[src/hw/rtl/multi_port_debounce_change_events_assert.svh]
// ----------------------------------------------------------------------------
// Assertion macros for the multi-port debounce block
// Same-cycle and next-cycle implication checks, gated off during reset.
// ----------------------------------------------------------------------------
`ifndef MULTI_PORT_DEBOUNCE_CHANGE_EVENTS_ASSERT_SVH
`define MULTI_PORT_DEBOUNCE_CHANGE_EVENTS_ASSERT_SVH

// antecedent implies consequent in the same cycle
`define MPDCE_ASSERT_NOW(lbl, clk, rst_n, ante, cons, msg) \
  lbl: assert property (@(posedge clk) disable iff (!rst_n) (ante) |-> (cons)) \
    else $error(msg);

// antecedent implies consequent in the next cycle
`define MPDCE_ASSERT_NEXT(lbl, clk, rst_n, ante, cons, msg) \
  lbl: assert property (@(posedge clk) disable iff (!rst_n) (ante) |=> (cons)) \
    else $error(msg);

`endif

[src/hw/rtl/mpdce_pkg.sv]
// ----------------------------------------------------------------------------
// mpdce_pkg
// Shared types, constants and helpers for the multi-port debounce block.
// ----------------------------------------------------------------------------
package mpdce_pkg;

  localparam int PIN_COUNT = 16;
  localparam int PIN_W     = 4;

  typedef logic [PIN_COUNT-1:0] word_t;
  typedef logic [PIN_W-1:0]     pin_t;

  localparam word_t WORD_ALL_ONES = 16'hFFFF;

  // controller -> datapath
  typedef struct packed {
    logic load;   // input beat accepted this cycle
    logic step;   // emit one event into the output register
  } dp_cmd_t;

  // datapath -> controller
  typedef struct packed {
    logic hit;    // accepted beat produces at least one event
    logic last;   // the event emitted now is the final one
  } dp_sts_t;

  // index of lowest set bit (0 when none set)
  function automatic pin_t lsb_index(input word_t w);
    pin_t idx;
    idx = '0;
    for (int i = PIN_COUNT - 1; i >= 0; i--) begin
      if (w[i]) begin
        idx = pin_t'(i);
      end
    end
    return idx;
  endfunction

endpackage

[src/hw/rtl/mpdce_if.sv]
// ----------------------------------------------------------------------------
// mpdce_in_if / mpdce_out_if
// Valid/ready channels for raw samples and change events.
// ----------------------------------------------------------------------------
interface mpdce_in_if import mpdce_pkg::*; ();
  logic  valid;
  logic  ready;
  logic  port_index;
  word_t raw_sample;
  logic  sample_valid;
  logic  prime;

  modport source (output valid, port_index, raw_sample, sample_valid, prime,
                  input ready);
  modport sink   (input valid, port_index, raw_sample, sample_valid, prime,
                  output ready);
endinterface

interface mpdce_out_if import mpdce_pkg::*; ();
  logic  valid;
  logic  ready;
  logic  event_port;
  pin_t  event_pin;
  logic  pin_active;
  word_t port_levels;
  logic  last_event;

  modport source (output valid, event_port, event_pin, pin_active, port_levels,
                  last_event, input ready);
  modport sink   (input valid, event_port, event_pin, pin_active, port_levels,
                  last_event, output ready);
endinterface

[src/hw/rtl/multi_port_debounce_change_events.sv]
// ----------------------------------------------------------------------------
// multi_port_debounce_change_events
// Two-sample agreement debounce over several 16-pin ports, one event per
// accepted pin change, ascending pin order, last marker on the final one.
//
//   channel  | dir | payload
//   ---------+-----+--------------------------------------------------------
//   in_chan  | in  | port_index, raw_sample, sample_valid, prime
//   out_chan | out | event_port, event_pin, pin_active, port_levels, last_event
//
// A sample beat is taken while the sequencer is idle; a changing sample then
// holds the input closed while the single-pin scan over the mask emits its events (1 to 16).
// Event n+1 loads while event n is taken, so a ready sink sees one per cycle.
// Sink backpressure stalls the scan; the input reopens after the last event
// is in the output register. Reset sets both stores of every port to all ones.
// ----------------------------------------------------------------------------
module multi_port_debounce_change_events import mpdce_pkg::*; #(
  parameter int CHIPS = 2
) (
  input  logic clk,
  input  logic rst_n,
  mpdce_in_if.sink    in_chan,
  mpdce_out_if.source out_chan
);

  dp_cmd_t cmd;
  dp_sts_t sts;

  // sequencer
  mpdce_ctrl u_ctrl (
    .clk       (clk),
    .rst_n     (rst_n),
    .in_valid  (in_chan.valid),
    .in_ready  (in_chan.ready),
    .out_valid (out_chan.valid),
    .out_ready (out_chan.ready),
    .cmd       (cmd),
    .sts       (sts)
  );

  // stores and event datapath
  mpdce_dp #(
    .CHIPS (CHIPS)
  ) u_dp (
    .clk             (clk),
    .rst_n           (rst_n),
    .cmd             (cmd),
    .sts             (sts),
    .in_port_index   (in_chan.port_index),
    .in_raw_sample   (in_chan.raw_sample),
    .in_sample_valid (in_chan.sample_valid),
    .in_prime        (in_chan.prime),
    .out_event_port  (out_chan.event_port),
    .out_event_pin   (out_chan.event_pin),
    .out_pin_active  (out_chan.pin_active),
    .out_port_levels (out_chan.port_levels),
    .out_last_event  (out_chan.last_event)
  );

endmodule

[src/hw/rtl/mpdce_ctrl.sv]
// ----------------------------------------------------------------------------
// mpdce_ctrl
// Sequencer: takes a sample beat, then steps out one event per free slot.
// ----------------------------------------------------------------------------
`include "multi_port_debounce_change_events_assert.svh"

module mpdce_ctrl import mpdce_pkg::*; (
  input  logic    clk,
  input  logic    rst_n,
  input  logic    in_valid,
  output logic    in_ready,
  output logic    out_valid,
  input  logic    out_ready,
  output dp_cmd_t cmd,
  input  dp_sts_t sts
);

  typedef enum logic {
    ST_IDLE,
    ST_SCAN
  } state_t;

  state_t state_r, state_nxt;
  logic   out_valid_r, out_valid_nxt;
  logic   accept;
  logic   out_free;

  // handshake and commands
  assign in_ready  = (state_r == ST_IDLE);
  assign accept    = in_valid & in_ready;
  assign out_free  = ~out_valid_r | out_ready;
  assign cmd.load  = accept;
  assign cmd.step  = (state_r == ST_SCAN) & out_free;
  assign out_valid = out_valid_r;

  // next state
  always_comb begin
    state_nxt = state_r;
    unique case (state_r)
      ST_IDLE: begin
        if (accept && sts.hit) state_nxt = ST_SCAN;
      end
      ST_SCAN: begin
        if (cmd.step && sts.last) state_nxt = ST_IDLE;
      end
      default: state_nxt = ST_IDLE;
    endcase
  end

  // output slot occupancy
  always_comb begin
    if (cmd.step) out_valid_nxt = 1'b1;
    else if (out_ready) out_valid_nxt = 1'b0;
    else out_valid_nxt = out_valid_r;
  end

  always_ff @(posedge clk) begin
    if (!rst_n) begin
      state_r     <= ST_IDLE;
      out_valid_r <= 1'b0;
    end else begin
      state_r     <= state_nxt;
      out_valid_r <= out_valid_nxt;
    end
  end

  // checks
  `MPDCE_ASSERT_NOW(a_step_slot_free, clk, rst_n, cmd.step, (state_r == ST_SCAN) && (!out_valid_r || out_ready), "event stepped into a busy slot")
  `MPDCE_ASSERT_NEXT(a_last_to_idle, clk, rst_n, cmd.step && sts.last, state_r == ST_IDLE, "scan did not end on last event")
  `MPDCE_ASSERT_NEXT(a_hit_to_scan, clk, rst_n, accept && sts.hit, state_r == ST_SCAN, "changing sample did not start a scan")

endmodule

[src/hw/rtl/mpdce_dp.sv]
// ----------------------------------------------------------------------------
// mpdce_dp
// Per-port sample/level stores, change mask and the event output register.
// ----------------------------------------------------------------------------
`include "multi_port_debounce_change_events_assert.svh"

module mpdce_dp import mpdce_pkg::*; #(
  parameter int CHIPS = 2
) (
  input  logic    clk,
  input  logic    rst_n,
  input  dp_cmd_t cmd,
  output dp_sts_t sts,
  input  logic    in_port_index,
  input  word_t   in_raw_sample,
  input  logic    in_sample_valid,
  input  logic    in_prime,
  output logic    out_event_port,
  output pin_t    out_event_pin,
  output logic    out_pin_active,
  output word_t   out_port_levels,
  output logic    out_last_event
);

  localparam int PW = (CHIPS > 1) ? $clog2(CHIPS) : 1;

  word_t           stab_r [CHIPS];
  word_t           prev_r [CHIPS];
  word_t           diff_r, levels_r;
  logic            port_r;
  logic            ev_port_r, ev_active_r, ev_last_r;
  pin_t            ev_pin_r;
  word_t           ev_levels_r;

  logic            in_range;
  logic [PW-1:0]   idx;
  word_t           prev_w, stab_w, agreed, diff, levels;
  logic            upd;
  pin_t            low_pin;
  word_t           diff_cleared;

  // port lookup
  assign in_range = (32'(in_port_index) < CHIPS);
  assign idx      = in_range ? PW'(in_port_index) : '0;
  assign prev_w   = prev_r[idx];
  assign stab_w   = stab_r[idx];

  // two-sample agreement and change mask
  assign agreed = ~(in_raw_sample ^ prev_w);
  assign diff   = (stab_w ^ in_raw_sample) & agreed;
  assign levels = (stab_w & ~agreed) | (in_raw_sample & agreed);
  assign upd    = cmd.load & in_sample_valid & in_range;

  assign sts.hit = upd & ~in_prime & (diff != '0);

  // scan: peel off the lowest pending pin
  assign low_pin      = lsb_index(diff_r);
  assign diff_cleared = diff_r & (diff_r - word_t'(1));
  assign sts.last     = (diff_cleared == '0);

  // stores
  always_ff @(posedge clk) begin
    if (!rst_n) begin
      for (int i = 0; i < CHIPS; i++) begin
        stab_r[i] <= WORD_ALL_ONES;
        prev_r[i] <= WORD_ALL_ONES;
      end
    end else if (upd) begin
      prev_r[idx] <= in_raw_sample;
      stab_r[idx] <= in_prime ? in_raw_sample : levels;
    end
  end

  // pending change mask
  always_ff @(posedge clk) begin
    if (!rst_n) begin
      diff_r <= '0;
    end else if (sts.hit) begin
      diff_r <= diff;
    end else if (cmd.step) begin
      diff_r <= diff_cleared;
    end
  end

  // per-sample context, no reset needed
  always_ff @(posedge clk) begin
    if (sts.hit) begin
      levels_r <= levels;
      port_r   <= in_port_index;
    end
  end

  // event output register
  always_ff @(posedge clk) begin
    if (cmd.step) begin
      ev_port_r   <= port_r;
      ev_pin_r    <= low_pin;
      ev_active_r <= ~levels_r[low_pin];
      ev_levels_r <= levels_r;
      ev_last_r   <= sts.last;
    end
  end

  assign out_event_port  = ev_port_r;
  assign out_event_pin   = ev_pin_r;
  assign out_pin_active  = ev_active_r;
  assign out_port_levels = ev_levels_r;
  assign out_last_event  = ev_last_r;

  // checks
  `MPDCE_ASSERT_NOW(a_step_has_pin, clk, rst_n, cmd.step, diff_r != '0, "step with empty change mask")
  `MPDCE_ASSERT_NEXT(a_step_one_pin, clk, rst_n, cmd.step && !sts.hit, $countones(diff_r) + 1 == $countones($past(diff_r)), "step did not retire exactly one pin")
  `MPDCE_ASSERT_NEXT(a_hit_loads_mask, clk, rst_n, sts.hit, diff_r != '0, "hit left change mask empty")

endmodule
[src/flat_wrapper.sv]
// flat-port wrapper written by rule: the top's interface ports become plain ports
module multi_port_debounce_change_events_flat import mpdce_pkg::*;
#(
  parameter int CHIPS = 2
)
  (clk, rst_n, in_chan_valid, in_chan_port_index, in_chan_raw_sample, in_chan_sample_valid, in_chan_prime, in_chan_ready, out_chan_valid, out_chan_event_port, out_chan_event_pin, out_chan_pin_active, out_chan_port_levels, out_chan_last_event, out_chan_ready);
  mpdce_in_if in_chan_i ();
  mpdce_out_if out_chan_i ();
  input  logic clk;
  input  logic rst_n;
  input wire logic [$bits(in_chan_i.valid)-1:0] in_chan_valid;
  input wire logic [$bits(in_chan_i.port_index)-1:0] in_chan_port_index;
  input wire logic [$bits(in_chan_i.raw_sample)-1:0] in_chan_raw_sample;
  input wire logic [$bits(in_chan_i.sample_valid)-1:0] in_chan_sample_valid;
  input wire logic [$bits(in_chan_i.prime)-1:0] in_chan_prime;
  output wire logic [$bits(in_chan_i.ready)-1:0] in_chan_ready;
  output wire logic [$bits(out_chan_i.valid)-1:0] out_chan_valid;
  output wire logic [$bits(out_chan_i.event_port)-1:0] out_chan_event_port;
  output wire logic [$bits(out_chan_i.event_pin)-1:0] out_chan_event_pin;
  output wire logic [$bits(out_chan_i.pin_active)-1:0] out_chan_pin_active;
  output wire logic [$bits(out_chan_i.port_levels)-1:0] out_chan_port_levels;
  output wire logic [$bits(out_chan_i.last_event)-1:0] out_chan_last_event;
  input wire logic [$bits(out_chan_i.ready)-1:0] out_chan_ready;
  assign in_chan_i.valid = in_chan_valid;
  assign in_chan_i.port_index = in_chan_port_index;
  assign in_chan_i.raw_sample = in_chan_raw_sample;
  assign in_chan_i.sample_valid = in_chan_sample_valid;
  assign in_chan_i.prime = in_chan_prime;
  assign in_chan_ready = in_chan_i.ready;
  assign out_chan_valid = out_chan_i.valid;
  assign out_chan_event_port = out_chan_i.event_port;
  assign out_chan_event_pin = out_chan_i.event_pin;
  assign out_chan_pin_active = out_chan_i.pin_active;
  assign out_chan_port_levels = out_chan_i.port_levels;
  assign out_chan_last_event = out_chan_i.last_event;
  assign out_chan_i.ready = out_chan_ready;
  multi_port_debounce_change_events #(.CHIPS(CHIPS)) u_core (.clk(clk), .rst_n(rst_n), .in_chan(in_chan_i), .out_chan(out_chan_i));
endmodule
[config.mk]
export PLATFORM = sky130hd
export DESIGN_NAME = multi_port_debounce_change_events_flat
export DESIGN_NICKNAME = d
export VERILOG_FILES = /design/src/hw/rtl/mpdce_pkg.sv /design/src/hw/rtl/mpdce_if.sv /design/src/hw/rtl/multi_port_debounce_change_events.sv /design/src/hw/rtl/mpdce_ctrl.sv /design/src/hw/rtl/mpdce_dp.sv /design/src/flat_wrapper.sv
export VERILOG_INCLUDE_DIRS = /design/src /design/src/hw/rtl
export SDC_FILE = /design/constraint.sdc
export NUM_CORES = 1
export LEC_CHECK = 0
export BUFFER_PORTS_ARGS = -buffer_cell sky130_fd_sc_hd__buf_2
export CORE_MARGIN = 2
export CORE_UTILIZATION = 40
export DETAILED_ROUTE_END_ITERATION = 10
export PLACE_DENSITY_LB_ADDON = 0.3
export SLEW_MARGIN = 20
export SYNTH_ARGS = -nofsm -noshare
export SYNTH_HDL_FRONTEND = slang
export SYNTH_HIERARCHICAL = 1
export SYNTH_SLANG_ARGS = --single-unit
[constraint.sdc]
create_clock -name clk -period 4.3 [get_ports clk]
set_clock_uncertainty 0.15 [all_clocks]
set_input_delay 0.43 -clock clk [delete_from_list [all_inputs] [get_ports clk]]
set_output_delay 0.43 -clock clk [all_outputs]
set_load 0.03 [all_outputs]
==> metrics.md <==
| Metric | Value |
|---|---|
| Crit end category | `flip-flop` |
| Clock Path Buffers | `2` |
| Reg2reg end | `u_core/u_dp/stab_r[1][15]$_SDFFCE_PN1P_` |
| PortBufs | `between 40 and 50` |
| Design internal power | `2230 uW` |
| Post-CTS sizing | `0` |
| Peak supply drop | `roughly 0.27 mV` |
| GR peak layer | `met2` |
| CTS Hold Bufs | `0` |
| DRC | `0` |
| Setup_tns | `0 ps` |
| GR Util met3 | `0.0351` |
| Commonest cells post-synth | `edfxtp_1, nand2_1, nor2_1` |
| Synth-to-Final Area Change | `13.7%` |
| Synthesized area per cell | `10.9 sq um` |
| Post-synth EDFFs | `104` |
| GP Congestion | `around 0.8` |
| Row count | `45` |
| Grt ovf | `0` |
| Ordered list of cells on the worst path | `buf_2 > buf_4 > nand2_1 > o32a_1 > a21oi_1 > nor4_2 > a311oi_4 > buf_4 > a21oi_1 > a311oi_1` |
| Final setup viols | `0` |
| Ys async rst share | `0` |
| Worst r2r src | `u_core/u_ctrl/state_r$_SDFF_PN0_` |
| Core box area | `0.0151 sq mm` |
| DP HPWL | `slightly below 10 mm` |
| Worst Slack Setup Final | `~1600 ps` |
| Max transition margin | `0.431` |
| Iteration-0 DRC Markers | `396` |
| Met1 GRT Util | `0.250` |
| Pin count of the biggest net entering global routing | `48` |
| Initial antenna violation count | `0` |
| Highest fanout seen on the critical path | `47` |
| Initial core utilization | `0.408` |
| First-pass GRT wire length | `around 23 mm` |
| Critical path buffers and inverters | `3` |
| Synth cell types | `55` |
| Yosys warnings | `6` |
| CP required | `roughly 4500 ps` |
| Post-synth top area share | `0.505` |
| Stages on worst setup path | `10` |
| Fin. Hold Viols | `0` |
| Clk Tree Root Cell | `clkbuf_16` |
| Nets@finish | `between 600 and 700` |
| CTS tree | `built` |
| Power per Cell Area | `427 mW/mm^2` |
| Cells on worst reg2reg path | `4` |
| Clock Power Share | `0.439` |
| Final Power | `roughly 3000 uW` |
| Clk_lat worst skew | `~420 ps` |
| Fin crit share | `0.622` |
| NetSw | `~770 uW` |
| Final number of max-transition violations | `0` |
| Vias per Instance | `5.87` |
| Remaining antenna violation count after routing | `0` |
| DIE HEIGHT | `between 100 and 150 um` |
| Synth area leader | `edfxtp_1` |
| Final wirelength | `~15 mm` |
| Max Cap Viol | `0` |
| Syn_nets | `~600` |
| Critical path's slowest cell | `buf_4` |
| Clock Sinks | `between 100 and 150` |
| Worst setup SP type | `input pin` |
| Max Clk Rate | `around 370 MHz` |
| Placed insts | `~760` |
| Sw Share | `0.258` |
| Combinational share of power | `0.104` |
| Drt pass-1 iters | `5` |
| Mapped Area | `just over 0.006 sq mm` |
| Grt met2 use | `0.288` |
| Ant diodes | `0` |
| Worst-path clk slew | `around 50 ps` |
| Synth top area cells | `edfxtp_1, dfxtp_1, or3_1` |
| Crit path max-delay family | `buffers and inverters` |
| Post-Layout Cell Count | `approximately 800` |
| Most common cell in the netlist | `edfxtp_1` |
| Width of the die | `128 um` |
| GR Util All Layers | `0.185` |
| I/O pin total | `48` |
| Via count | `roughly 4,700` |
| Register area share after synthesis | `0.563` |
| Reg2reg setup slack | `between 1500 and 2000 ps` |
| Vias in the first global route | `between 4,000 and 5,000` |
| Reg power frac | `0.458` |
| Dpl ws | `about 1200 ps` |
| Mapped Cells | `566` |
| Routed len/inst | `approximately 18 um` |
| Hold crit path type | `in2reg` |
| Outcome | `complete, no violations` |
| # H-tree levels | `4` |
| Slowest stage delay, CP | `500 ps` |
| Share of post-route cells with drive strength above 1 | `0.174` |
| Die area | `roughly 0.016 sq mm` |
| Fin crit period | `between 2000 and 3000 ps` |
| Arrival @ worst endpoint | `approximately 2900 ps` |
| Post-CTS setup buffer count | `0` |
| Critical Path Sink | `u_core/u_ctrl/state_r$_SDFF_PN0_` |
| RSZ-0062 raised after global routing | `no` |
| Critical path class | `in2reg` |
| Crit path from | `in_chan_port_index` |
| Worst-margin pin slew | `approximately 850 ps` |
| #FFs+latches synth | `approximately 120` |
| Synth Flop Type | `edfxtp_1` |
| Lkg Pwr | `around 0.0023 uW` |
| TritonCTS Buffers | `17` |
==> area by class of cell <==
class                      instances  area [sq um]
clock buffer                      17           425
fill                            1348          8120
sequential                       122          3480
tap                              188           235
clock inverter                    15           128
inverter                           7          26.3
multi-input combinational        390          2440
timing repair buffer              54           288
==> state kept, by name, summed over array words and instances (netlist names) <==
| name | cells |
|---|---|
| u_core/u_dp/stab_r | 32 |
| u_core/u_dp/diff_r | 16 |
| u_core/u_dp/out_pin_active | 1 |
| u_core/u_dp/port_r | 1 |
| u_core/u_dp/out_event_port | 1 |
| u_core/u_dp/levels_r | 16 |
| u_core/u_dp/prev_r | 32 |
| u_core/u_ctrl/out_valid | 1 |
| u_core/u_dp/out_last_event | 1 |
| u_core/u_ctrl/state_r | 1 |
| u_core/u_dp/out_port_levels | 16 |
| u_core/u_dp/out_event_pin | 4 |
==> layer usage <==
layer  part of all wire  vias up
met1               0.47     2247
li1                   -     2232
met3              0.054       19
met4              0.018        0
met2               0.46      160
met5                  0        -
==> power by group through the flow <==
stage,Sequential (uW),Clock (uW),Combinational [uW]
global placement,1390,0,301
global route,1380,1390,343
detailed placement,1400,0,309
CTS,1370,1340,311
finish,1370,1320,311
floorplan,1400,0,222
==> worst reg2reg max path, cell delays in order, from the launching register on <==
cell and delay [ps]:
dfxtp_1 330, and2b_1 260, nand3_1 510, nor2_2 890, nand2_1 140
==> worst min path at each step <==
stage / slack, ps / depth (start not counted) / from / to
after floorplan: 250 / 0 / u_core/u_dp/port_r$_DFFE_PP_ / u_core/u_dp/out_event_port$_DFFE_PP_
after global placement: 250 / 0 / u_core/u_dp/port_r$_DFFE_PP_ / u_core/u_dp/out_event_port$_DFFE_PP_
after detailed placement: 260 / 0 / u_core/u_dp/port_r$_DFFE_PP_ / u_core/u_dp/out_event_port$_DFFE_PP_
after CTS: 150 / 3 / out_chan_ready / u_core/u_ctrl/out_valid$_SDFFE_PN0P_
after global routing: 180 / 3 / out_chan_ready / u_core/u_ctrl/out_valid$_SDFFE_PN0P_
final: 160 / 3 / out_chan_ready / u_core/u_ctrl/out_valid$_SDFFE_PN0P_
==> cells in the final DEF (no fill, tap or decap), types with 14 or more instances in the layout <==
master / synthesis / final
nor2_1: 39 / 38
buf_2: 11 / 47
o31ai_1: 18 / 18
mux2i_1: 21 / 21
clkbuf_16: 0 / 17
o21ai_1: 15 / 15
edfxtp_1: 104 / 104
a21oi_1: 38 / 38
a21o_1: 16 / 16
a211oi_1: 14 / 14
o21ai_0: 18 / 16
or3_1: 35 / 35
dfxtp_1: 18 / 18
o211ai_1: 22 / 22
nand3_1: 25 / 25
nand2_1: 51 / 51
==> stage by stage <==
step / hold WS [ps] / utilization / instance area, sq um
after floorplan: 250 / - / 6180
after global placement: 254 / 0.428 / 6480
after detailed placement: 259 / 0.428 / 6480
after CTS: 146 / 0.464 / 7030
after global routing: 179 / 0.464 / 7030
final: 157 / 0.464 / 7030
==> cells by family after synthesis <==
group / after synthesis / share of synthesized area
simple gates: 191 / 0.165
compound gates: 176 / 0.192
flops: 122 / 0.563
buf+inv: 54 / 0.0429
mux: 21 / 0.0340
fa+ha+maj: 2 / 0.00324
Note: power is estimated with default switching activity, not from simulation.
